File: config.mk
export PLATFORM = sky130hd
export DESIGN_NAME = cube_map_face_select
export DESIGN_NICKNAME = d
export VERILOG_FILES = /design/src/rtl/cmfs_pkg.sv /design/src/rtl/cmfs_divider.sv /design/src/rtl/cube_map_face_select.sv
export SDC_FILE = /design/constraint.sdc
export NUM_CORES = 2
export LEC_CHECK = 0
export ABC_AREA = 1
export BUFFER_PORTS_ARGS = -buffer_cell sky130_fd_sc_hd__clkbuf_2
export CORE_AREA = 5 5 532 534
export DETAILED_ROUTE_END_ITERATION = 7
export DIE_AREA = 0 0 537 539
export GPL_TIMING_DRIVEN = 0
export PLACE_DENSITY = 0.46
export SYNTH_ARGS = -nofsm -noshare
export SYNTH_HDL_FRONTEND = slang
export SYNTH_HIERARCHICAL = 1
export SYNTH_SLANG_ARGS = --single-unit
File: constraint.sdc
create_clock -name clk -period 63.4 [get_ports clk]
set_clock_uncertainty 0.2 [all_clocks]
set_input_delay 12.68 -clock clk [delete_from_list [all_inputs] [get_ports clk]]
set_output_delay 12.68 -clock clk [all_outputs]
set_load 0.02 [all_outputs]
File: src/rtl/cmfs_pkg.sv
// Shared types and constants for the cube map face selector.
// No dependencies; imported by cmfs_divider and cube_map_face_select.
package cmfs_pkg;

    localparam int FACE_BITS = 3;

    typedef logic [FACE_BITS-1:0] face_t;

    localparam face_t FACE_POS_X = 3'd0;
    localparam face_t FACE_NEG_X = 3'd1;
    localparam face_t FACE_POS_Y = 3'd2;
    localparam face_t FACE_NEG_Y = 3'd3;
    localparam face_t FACE_POS_Z = 3'd4;
    localparam face_t FACE_NEG_Z = 3'd5;

    // Per-transaction information that rides alongside the divider pipeline.
    typedef struct packed {
        logic  zero_vec;
        face_t face;
    } cmfs_side_t;

endpackage

File: src/rtl/cmfs_divider.sv
// Pipelined restoring divider: two numerators over one shared divisor, one
// quotient bit per stage. Depends on cmfs_pkg for the sideband struct.
module cmfs_divider #(
    parameter int DIV_BITS = 16,
    parameter int QUO_BITS = 17
) (
    input  logic                    clk,
    input  logic                    rst_n,
    input  logic                    en,
    input  logic                    in_valid,
    input  logic [DIV_BITS:0]       in_num_u,
    input  logic [DIV_BITS:0]       in_num_v,
    input  logic [DIV_BITS-1:0]     in_div,
    input  cmfs_pkg::cmfs_side_t    in_side,
    output logic                    out_valid,
    output logic [QUO_BITS-1:0]     out_quo_u,
    output logic [QUO_BITS-1:0]     out_quo_v,
    output cmfs_pkg::cmfs_side_t    out_side
);
    import cmfs_pkg::*;

    localparam int REM_BITS = DIV_BITS + 1;

    logic                valid_reg [QUO_BITS];
    logic [QUO_BITS-1:0] quo_u_reg [QUO_BITS];
    logic [QUO_BITS-1:0] quo_v_reg [QUO_BITS];
    cmfs_side_t          side_reg  [QUO_BITS];
    logic [REM_BITS-1:0] rem_u_reg [QUO_BITS-1];
    logic [REM_BITS-1:0] rem_v_reg [QUO_BITS-1];
    logic [DIV_BITS-1:0] div_reg   [QUO_BITS-1];

    for (genvar t = 0; t < QUO_BITS; t++) begin : g_stage
        logic                v_in;
        logic [REM_BITS-1:0] ru_in;
        logic [REM_BITS-1:0] rv_in;
        logic [DIV_BITS-1:0] d_in;
        logic [QUO_BITS-1:0] qu_in;
        logic [QUO_BITS-1:0] qv_in;
        cmfs_side_t          s_in;
        logic [REM_BITS-1:0] d_cmp;
        logic                ge_u;
        logic                ge_v;

        if (t == 0) begin : g_first
            assign v_in  = in_valid;
            assign ru_in = in_num_u;
            assign rv_in = in_num_v;
            assign d_in  = in_div;
            assign qu_in = '0;
            assign qv_in = '0;
            assign s_in  = in_side;
            // Top quotient bit: does the numerator reach twice the divisor
            assign d_cmp = {in_div, 1'b0};
        end
        else if (t == 1) begin : g_second
            assign v_in  = valid_reg[t-1];
            assign ru_in = rem_u_reg[t-1];
            assign rv_in = rem_v_reg[t-1];
            assign d_in  = div_reg[t-1];
            assign qu_in = quo_u_reg[t-1];
            assign qv_in = quo_v_reg[t-1];
            assign s_in  = side_reg[t-1];
            assign d_cmp = {1'b0, div_reg[t-1]};
        end
        else begin : g_rest
            assign v_in  = valid_reg[t-1];
            // Remainder is below the divisor here, so doubling stays in range
            assign ru_in = {rem_u_reg[t-1][REM_BITS-2:0], 1'b0};
            assign rv_in = {rem_v_reg[t-1][REM_BITS-2:0], 1'b0};
            assign d_in  = div_reg[t-1];
            assign qu_in = quo_u_reg[t-1];
            assign qv_in = quo_v_reg[t-1];
            assign s_in  = side_reg[t-1];
            assign d_cmp = {1'b0, div_reg[t-1]};
        end

        assign ge_u = (ru_in >= d_cmp);
        assign ge_v = (rv_in >= d_cmp);

        always_ff @(posedge clk or negedge rst_n)
        begin
            if (!rst_n)
            begin
                valid_reg[t] <= 1'b0;
            end
            else if (en)
            begin
                valid_reg[t] <= v_in;
            end
        end

        always_ff @(posedge clk)
        begin
            if (en)
            begin
                quo_u_reg[t] <= {qu_in[QUO_BITS-2:0], ge_u};
                quo_v_reg[t] <= {qv_in[QUO_BITS-2:0], ge_v};
                side_reg[t]  <= s_in;
            end
        end

        if (t < QUO_BITS - 1) begin : g_keep_rem
            always_ff @(posedge clk)
            begin
                if (en)
                begin
                    rem_u_reg[t] <= ge_u ? (ru_in - d_cmp) : ru_in;
                    rem_v_reg[t] <= ge_v ? (rv_in - d_cmp) : rv_in;
                    div_reg[t]   <= d_in;
                end
            end
        end
    end

    assign out_valid = valid_reg[QUO_BITS-1];
    assign out_quo_u = quo_u_reg[QUO_BITS-1];
    assign out_quo_v = quo_v_reg[QUO_BITS-1];
    assign out_side  = side_reg[QUO_BITS-1];

endmodule

File: src/rtl/cube_map_face_select.sv
// Cube map face selector: picks the major axis of a signed direction vector
// and returns the face (0 +X, 1 -X, 2 +Y, 3 -Y, 4 +Z, 5 -Z) with its two
// face coordinates floor((m + s) * 2^(COORD_BITS-1) / m), saturated, where m
// is the major magnitude and s the signed minor; ties go to x, then y, then
// z, and a zero vector gives +Y at the face center. One transaction is taken
// every cycle unless the pipeline is frozen; the path runs through three front
// stages, one divider stage per quotient bit (COORD_BITS + 1) and the output
// register. Out_stall, while out_valid is high, freezes the whole pipeline
// and shows up on in_stall in the same cycle.
// Depends on cmfs_pkg and cmfs_divider.
module cube_map_face_select #(
    parameter int COMPONENT_BITS = 16,
    parameter int COORD_BITS     = 16
) (
    input  logic                              clk,
    input  logic                              rst_n,
    input  logic                              in_valid,
    output logic                              in_stall,
    input  logic signed [COMPONENT_BITS-1:0]  dir_x,
    input  logic signed [COMPONENT_BITS-1:0]  dir_y,
    input  logic signed [COMPONENT_BITS-1:0]  dir_z,
    output logic                              out_valid,
    input  logic                              out_stall,
    output cmfs_pkg::face_t                   face,
    output logic [COORD_BITS-1:0]             tex_u,
    output logic [COORD_BITS-1:0]             tex_v
);
    import cmfs_pkg::*;

    localparam int N        = COMPONENT_BITS;
    localparam int QUO_BITS = COORD_BITS + 1;
    localparam logic [COORD_BITS-1:0] COORD_HALF = {1'b1, {(COORD_BITS-1){1'b0}}};

    logic en;

    // Stage 1: magnitudes
    logic                s1_valid_reg;
    logic signed [N-1:0] s1_x_reg, s1_y_reg, s1_z_reg;
    logic [N-1:0]        s1_ax_reg, s1_ay_reg, s1_az_reg;

    // Stage 2: major axis and signed minors
    logic                s2_valid_reg;
    logic [N-1:0]        s2_major_reg;
    logic signed [N:0]   s2_su_reg, s2_sv_reg;
    cmfs_side_t          s2_side_reg;
    logic [N-1:0]        s2_major_next;
    logic signed [N:0]   s2_su_next, s2_sv_next;
    cmfs_side_t          s2_side_next;

    // Stage 3: numerators
    logic                s3_valid_reg;
    logic [N-1:0]        s3_major_reg;
    logic [N:0]          s3_num_u_reg, s3_num_v_reg;
    cmfs_side_t          s3_side_reg;
    logic signed [N+1:0] sum_u, sum_v;

    // Divider outputs
    logic                div_valid;
    logic [QUO_BITS-1:0] div_quo_u, div_quo_v;
    cmfs_side_t          div_side;

    // Output register
    logic                  out_valid_reg;
    face_t                 face_reg;
    logic [COORD_BITS-1:0] tex_u_reg, tex_v_reg;

    assign en       = !(out_valid_reg && out_stall);
    assign in_stall = !en;

    function automatic logic [N-1:0] abs_val(input logic signed [N-1:0] a);
        // Most negative value comes out as 2^(N-1), read unsigned
        abs_val = a[N-1] ? (~a + 1'b1) : a;
    endfunction

    function automatic logic signed [N:0] neg_ext(input logic signed [N-1:0] a);
        neg_ext = -$signed({a[N-1], a});
    endfunction

    function automatic logic signed [N:0] pos_ext(input logic signed [N-1:0] a);
        pos_ext = $signed({a[N-1], a});
    endfunction

    always_ff @(posedge clk or negedge rst_n)
    begin
        if (!rst_n)
        begin
            s1_valid_reg  <= 1'b0;
            s2_valid_reg  <= 1'b0;
            s3_valid_reg  <= 1'b0;
            out_valid_reg <= 1'b0;
        end
        else if (en)
        begin
            s1_valid_reg  <= in_valid;
            s2_valid_reg  <= s1_valid_reg;
            s3_valid_reg  <= s2_valid_reg;
            out_valid_reg <= div_valid;
        end
    end

    always_ff @(posedge clk)
    begin
        if (en)
        begin
            s1_x_reg  <= dir_x;
            s1_y_reg  <= dir_y;
            s1_z_reg  <= dir_z;
            s1_ax_reg <= abs_val(dir_x);
            s1_ay_reg <= abs_val(dir_y);
            s1_az_reg <= abs_val(dir_z);
        end
    end

    always_comb
    begin
        s2_side_next.zero_vec = (s1_ax_reg == '0) && (s1_ay_reg == '0) && (s1_az_reg == '0);
        if (s1_ax_reg >= s1_ay_reg && s1_ax_reg >= s1_az_reg)
        begin
            s2_major_next = s1_ax_reg;
            s2_sv_next    = neg_ext(s1_y_reg);
            if (s1_x_reg > 0)
            begin
                s2_side_next.face = FACE_POS_X;
                s2_su_next        = neg_ext(s1_z_reg);
            end
            else
            begin
                s2_side_next.face = FACE_NEG_X;
                s2_su_next        = pos_ext(s1_z_reg);
            end
        end
        else if (s1_ay_reg >= s1_az_reg)
        begin
            s2_major_next = s1_ay_reg;
            s2_su_next    = pos_ext(s1_x_reg);
            if (s1_y_reg > 0)
            begin
                s2_side_next.face = FACE_POS_Y;
                s2_sv_next        = pos_ext(s1_z_reg);
            end
            else
            begin
                s2_side_next.face = FACE_NEG_Y;
                s2_sv_next        = neg_ext(s1_z_reg);
            end
        end
        else
        begin
            s2_major_next = s1_az_reg;
            s2_sv_next    = neg_ext(s1_y_reg);
            if (s1_z_reg > 0)
            begin
                s2_side_next.face = FACE_POS_Z;
                s2_su_next        = pos_ext(s1_x_reg);
            end
            else
            begin
                s2_side_next.face = FACE_NEG_Z;
                s2_su_next        = neg_ext(s1_x_reg);
            end
        end
    end

    always_ff @(posedge clk)
    begin
        if (en)
        begin
            s2_major_reg <= s2_major_next;
            s2_su_reg    <= s2_su_next;
            s2_sv_reg    <= s2_sv_next;
            s2_side_reg  <= s2_side_next;
        end
    end

    assign sum_u = $signed({2'b00, s2_major_reg}) + $signed({s2_su_reg[N], s2_su_reg});
    assign sum_v = $signed({2'b00, s2_major_reg}) + $signed({s2_sv_reg[N], s2_sv_reg});

    always_ff @(posedge clk)
    begin
        if (en)
        begin
            s3_major_reg <= s2_major_reg;
            // Clamp at zero; the minor never exceeds the major in magnitude
            s3_num_u_reg <= sum_u[N+1] ? '0 : sum_u[N:0];
            s3_num_v_reg <= sum_v[N+1] ? '0 : sum_v[N:0];
            s3_side_reg  <= s2_side_reg;
        end
    end

    cmfs_divider #(
        .DIV_BITS (N),
        .QUO_BITS (QUO_BITS)
    ) u_divider (
        .clk       (clk),
        .rst_n     (rst_n),
        .en        (en),
        .in_valid  (s3_valid_reg),
        .in_num_u  (s3_num_u_reg),
        .in_num_v  (s3_num_v_reg),
        .in_div    (s3_major_reg),
        .in_side   (s3_side_reg),
        .out_valid (div_valid),
        .out_quo_u (div_quo_u),
        .out_quo_v (div_quo_v),
        .out_side  (div_side)
    );

    always_ff @(posedge clk)
    begin
        if (en)
        begin
            if (div_side.zero_vec)
            begin
                face_reg  <= FACE_POS_Y;
                tex_u_reg <= COORD_HALF;
                tex_v_reg <= COORD_HALF;
            end
            else
            begin
                face_reg  <= div_side.face;
                // Only a quotient of exactly 2^COORD_BITS sets the top bit
                tex_u_reg <= div_quo_u[QUO_BITS-1] ? '1 : div_quo_u[COORD_BITS-1:0];
                tex_v_reg <= div_quo_v[QUO_BITS-1] ? '1 : div_quo_v[COORD_BITS-1:0];
            end
        end
    end

    assign out_valid = out_valid_reg;
    assign face      = face_reg;
    assign tex_u     = tex_u_reg;
    assign tex_v     = tex_v_reg;

endmodule
==> reports/qor.csv <==
stage,metric,value,unit
run_status,status,completed,
timing,timing.final.crit_period,26.69,ns
synthesis,yosys-top-cells-area,"edfxtp_1 (45%), nand2_1 (17%), ha_1 (8.7%)",
setup_path,cp_num_buf_inv,4,
clock_network,clk_pin_slew,0.07,ns
die,floorplan.die.width,537,um
setup_path,critPathMaxStageDelay,0.31,ns
synthesis,yosysUniqueCellTypes,54,
drt,antenna_left,0,
clock_network,numCtsBuffers,174,
setup_path,critPathArrivalTime,13.81,ns
clock_network,cts.hold.buffers_added,0,
placement,port_buffers,88,
clock_network,root_buffer,clkbuf_16,
clock_network,cts.sink_count,1401,
setup_path,critPathRequiredTime,50.52,ns
clock_network,tritoncts,yes,
synthesis,synth_area_leader_cell,edfxtp_1,
setup_path,critPathMaxFanout,44,
synthesis,synth.ff_latch_count,1401,
clock_network,cts.path.max_buffers,4,
synthesis,post_synth_inst_count,11149,
timing,grt_setup_unrepaired,false,
synthesis,synth.cell_area,91200,um2
synthesis,number_of_enable_type_register_cells_in_the_synthesized_netlist,1380,
clock_network,cts_htree_levels,4,
setup_path,cp_top_family,buffers and inverters,
grt,globalRouteOverflowTotal,0,
clock_network,cts-resized-gates,0,
synthesis,synth_top_area_share,45.4,%
worst_hold_path,hold_path_class,reg2reg,
finish,final_common_cell,nand2_1,
synthesis,synth_fp_nets,11866,
setup_path,crit_path_cell_trace,clkbuf_2 > nand2_4 > buf_16 > inv_1 > clkbuf_2,
setup_path,slowest_stage,nand2_4,
timing,drv_slew,0,
timing,relSlewSlack,40.1,%
finish,area.growth.synth_to_final,12.6,%
clock_network,insertion_delay,0.84,ns
timing,layout_worst_path_cycle_share,42.1,%
synthesis,synth_top_flop_cell,edfxtp_1,
timing,timing_worst_slew_pin_value,0.899,ns
clock_network,post-cts-setup-buffer-count,0,
finish,postLayoutCoreUtil,36.9,%
finish,nNetsFinal,12153,
grt,antenna_found_initial,16,
finish,drive_above_1_share,7.44,%
synthesis,synthArstFlopShare,1.50,%
placement,placer_s_final_routability_congestion_estimate,0.894,
grt,grt_start_max_net_pins,73,
flow_run,max_cap_violations,0,
die,core_area,278000,um2
drt,routed_via_density,4.72,
die,std_cell_rows,194,
grt,wire_length_of_the_first_global_routing_pass,417000,um
timing,setup_violations,0,
drt,dr.pass1.iters,6,
die,number_of_primary_i_o_pins,89,
synthesis,yosys_warnings,6,
die,starting_utilization_of_the_core_area,32.8,%
grt,grt.total_usage,18.5,%
drt,detail_route.wirelength,274000,um
finish,mostFrequentLayoutCells,"nand2_1 (4041), inv_1 (1757), edfxtp_1 (1380)",
setup_path,critPathKind,in2out,
synthesis,syn_area_per_cell,8.18,um2
die,chipHeight,539,um
die,floorplan.die_area,289000,um2
drt,drt_iter0_drc,5613,
setup_path,critical_path.startpoint_type,input port,
setup_path,worstSetupEndpointType,output port,
drt,route.vias.total,72158,
setup_path,crit_path_frequent_cell,clkbuf_2,
timing,maxClockFrequency,37.5,MHz
drt,detail_route.wl_per_cell,17.9,um
grt,grt_pass1_vias,68875,
timing,timing.final.hold_violations,0,
placement,dp_hpwl,220000,um
synthesis,seq_area_frac_synth,46.0,%
drt,detail_route.drc_violations,0,
## final cells by class
type,instances,area (um2)
fill,28697,175000
sequential,1401,42000
multi-input combinational,7786,41300
inverter,1803,6790
tap,3724,4660
clock buffer,199,4470
clock inverter,109,1250
buffer,159,1120
timing repair buffer,111,1070
antenna,4,10.0
## synth_stat cells (3+ instances only)
master / n
a21o_1: 4
a21oi_1: 379
and2_1: 25
buf_12: 3
buf_2: 54
buf_4: 14
buf_6: 40
buf_8: 3
clkbuf_1: 25
clkbuf_2: 18
clkinv_1: 15
dfrtp_1: 21
edfxtp_1: 1380
fa_1: 34
ha_1: 631
inv_1: 1757
inv_2: 22
inv_4: 9
nand2_1: 4042
nand2_2: 69
nand2_4: 40
nand3_1: 897
nand3_2: 56
nand3b_1: 120
nand4_1: 176
nor2_1: 586
nor2_2: 34
nor2_4: 13
nor3_1: 120
nor3_2: 22
nor4_1: 12
nor4_2: 20
o211ai_1: 3
o21ai_0: 111
o21ai_1: 5
o21ai_2: 20
o21bai_1: 3
or2_0: 15
or2_1: 15
or2_2: 43
xnor2_1: 79
xor2_1: 198
## per-stage QoR
stage | std cells | hold slack [ns] | TNS (ns) | setup WS, ns | area, um2
global route | 15293 | 0.216 | 0 | 36.62 | 103000
detailed placement | 14984 | 0.205 | 0 | 36.66 | 96900
global placement | 14961 | 0.200 | -21.16 | -14.17 | 96300
finish | 15296 | 0.198 | 0 | 36.71 | 103000
floorplan | 11149 | 0.200 | 0 | 2.50 | 91200
CTS | 15292 | 0.202 | 0 | 36.68 | 103000
## cells by family after synthesis
| group | after synthesis | synth area share, % |
|---|---|---|
| multiplexers | 1 | 0.0123 |
| AND/OR/NAND/NOR | 6312 | 30.2 |
| XOR/XNOR | 277 | 2.66 |
| AO/OA/AOI/OAI | 531 | 3.06 |
| buffers and inverters | 1962 | 8.68 |
| adder cells (fa/ha/maj) | 665 | 9.40 |
| flip-flops | 1401 | 46.0 |
## per-layer routing
layer | track usage [%] | vias up | wire length [um]
li1 | - | 36725 | -
met1 | 27.6 | 33702 | 136000
met2 | 28.8 | 1462 | 120000
met3 | 2.35 | 265 | 13100
met4 | 3.68 | 4 | 5450
met5 | 0 | - | 27
## final timing paths
path / start / slack, ns / cells after the start / to
worst max-delay path: out_stall / 36.71 / 5 / in_stall
worst min-delay path: u_divider/quo_u_reg[0][2] / 0.20 / 0 / u_divider/quo_u_reg[0][20]
worst max register to register: out_valid / 59.41 / 9 / u_divider/quo_u_reg[0][71]
worst min register to register: u_divider/quo_u_reg[0][2] / 0.20 / 0 / u_divider/quo_u_reg[0][20]
max in group asynchronous: rst_n / 50.92 / 1 / u_divider/g_stage[16].v_in
min in group asynchronous: rst_n / 11.67 / 1 / u_divider/g_stage[11].v_in
Power is not shown: default switching activity piles up to over one toggle a cycle in this logic, so the estimate is an artifact.
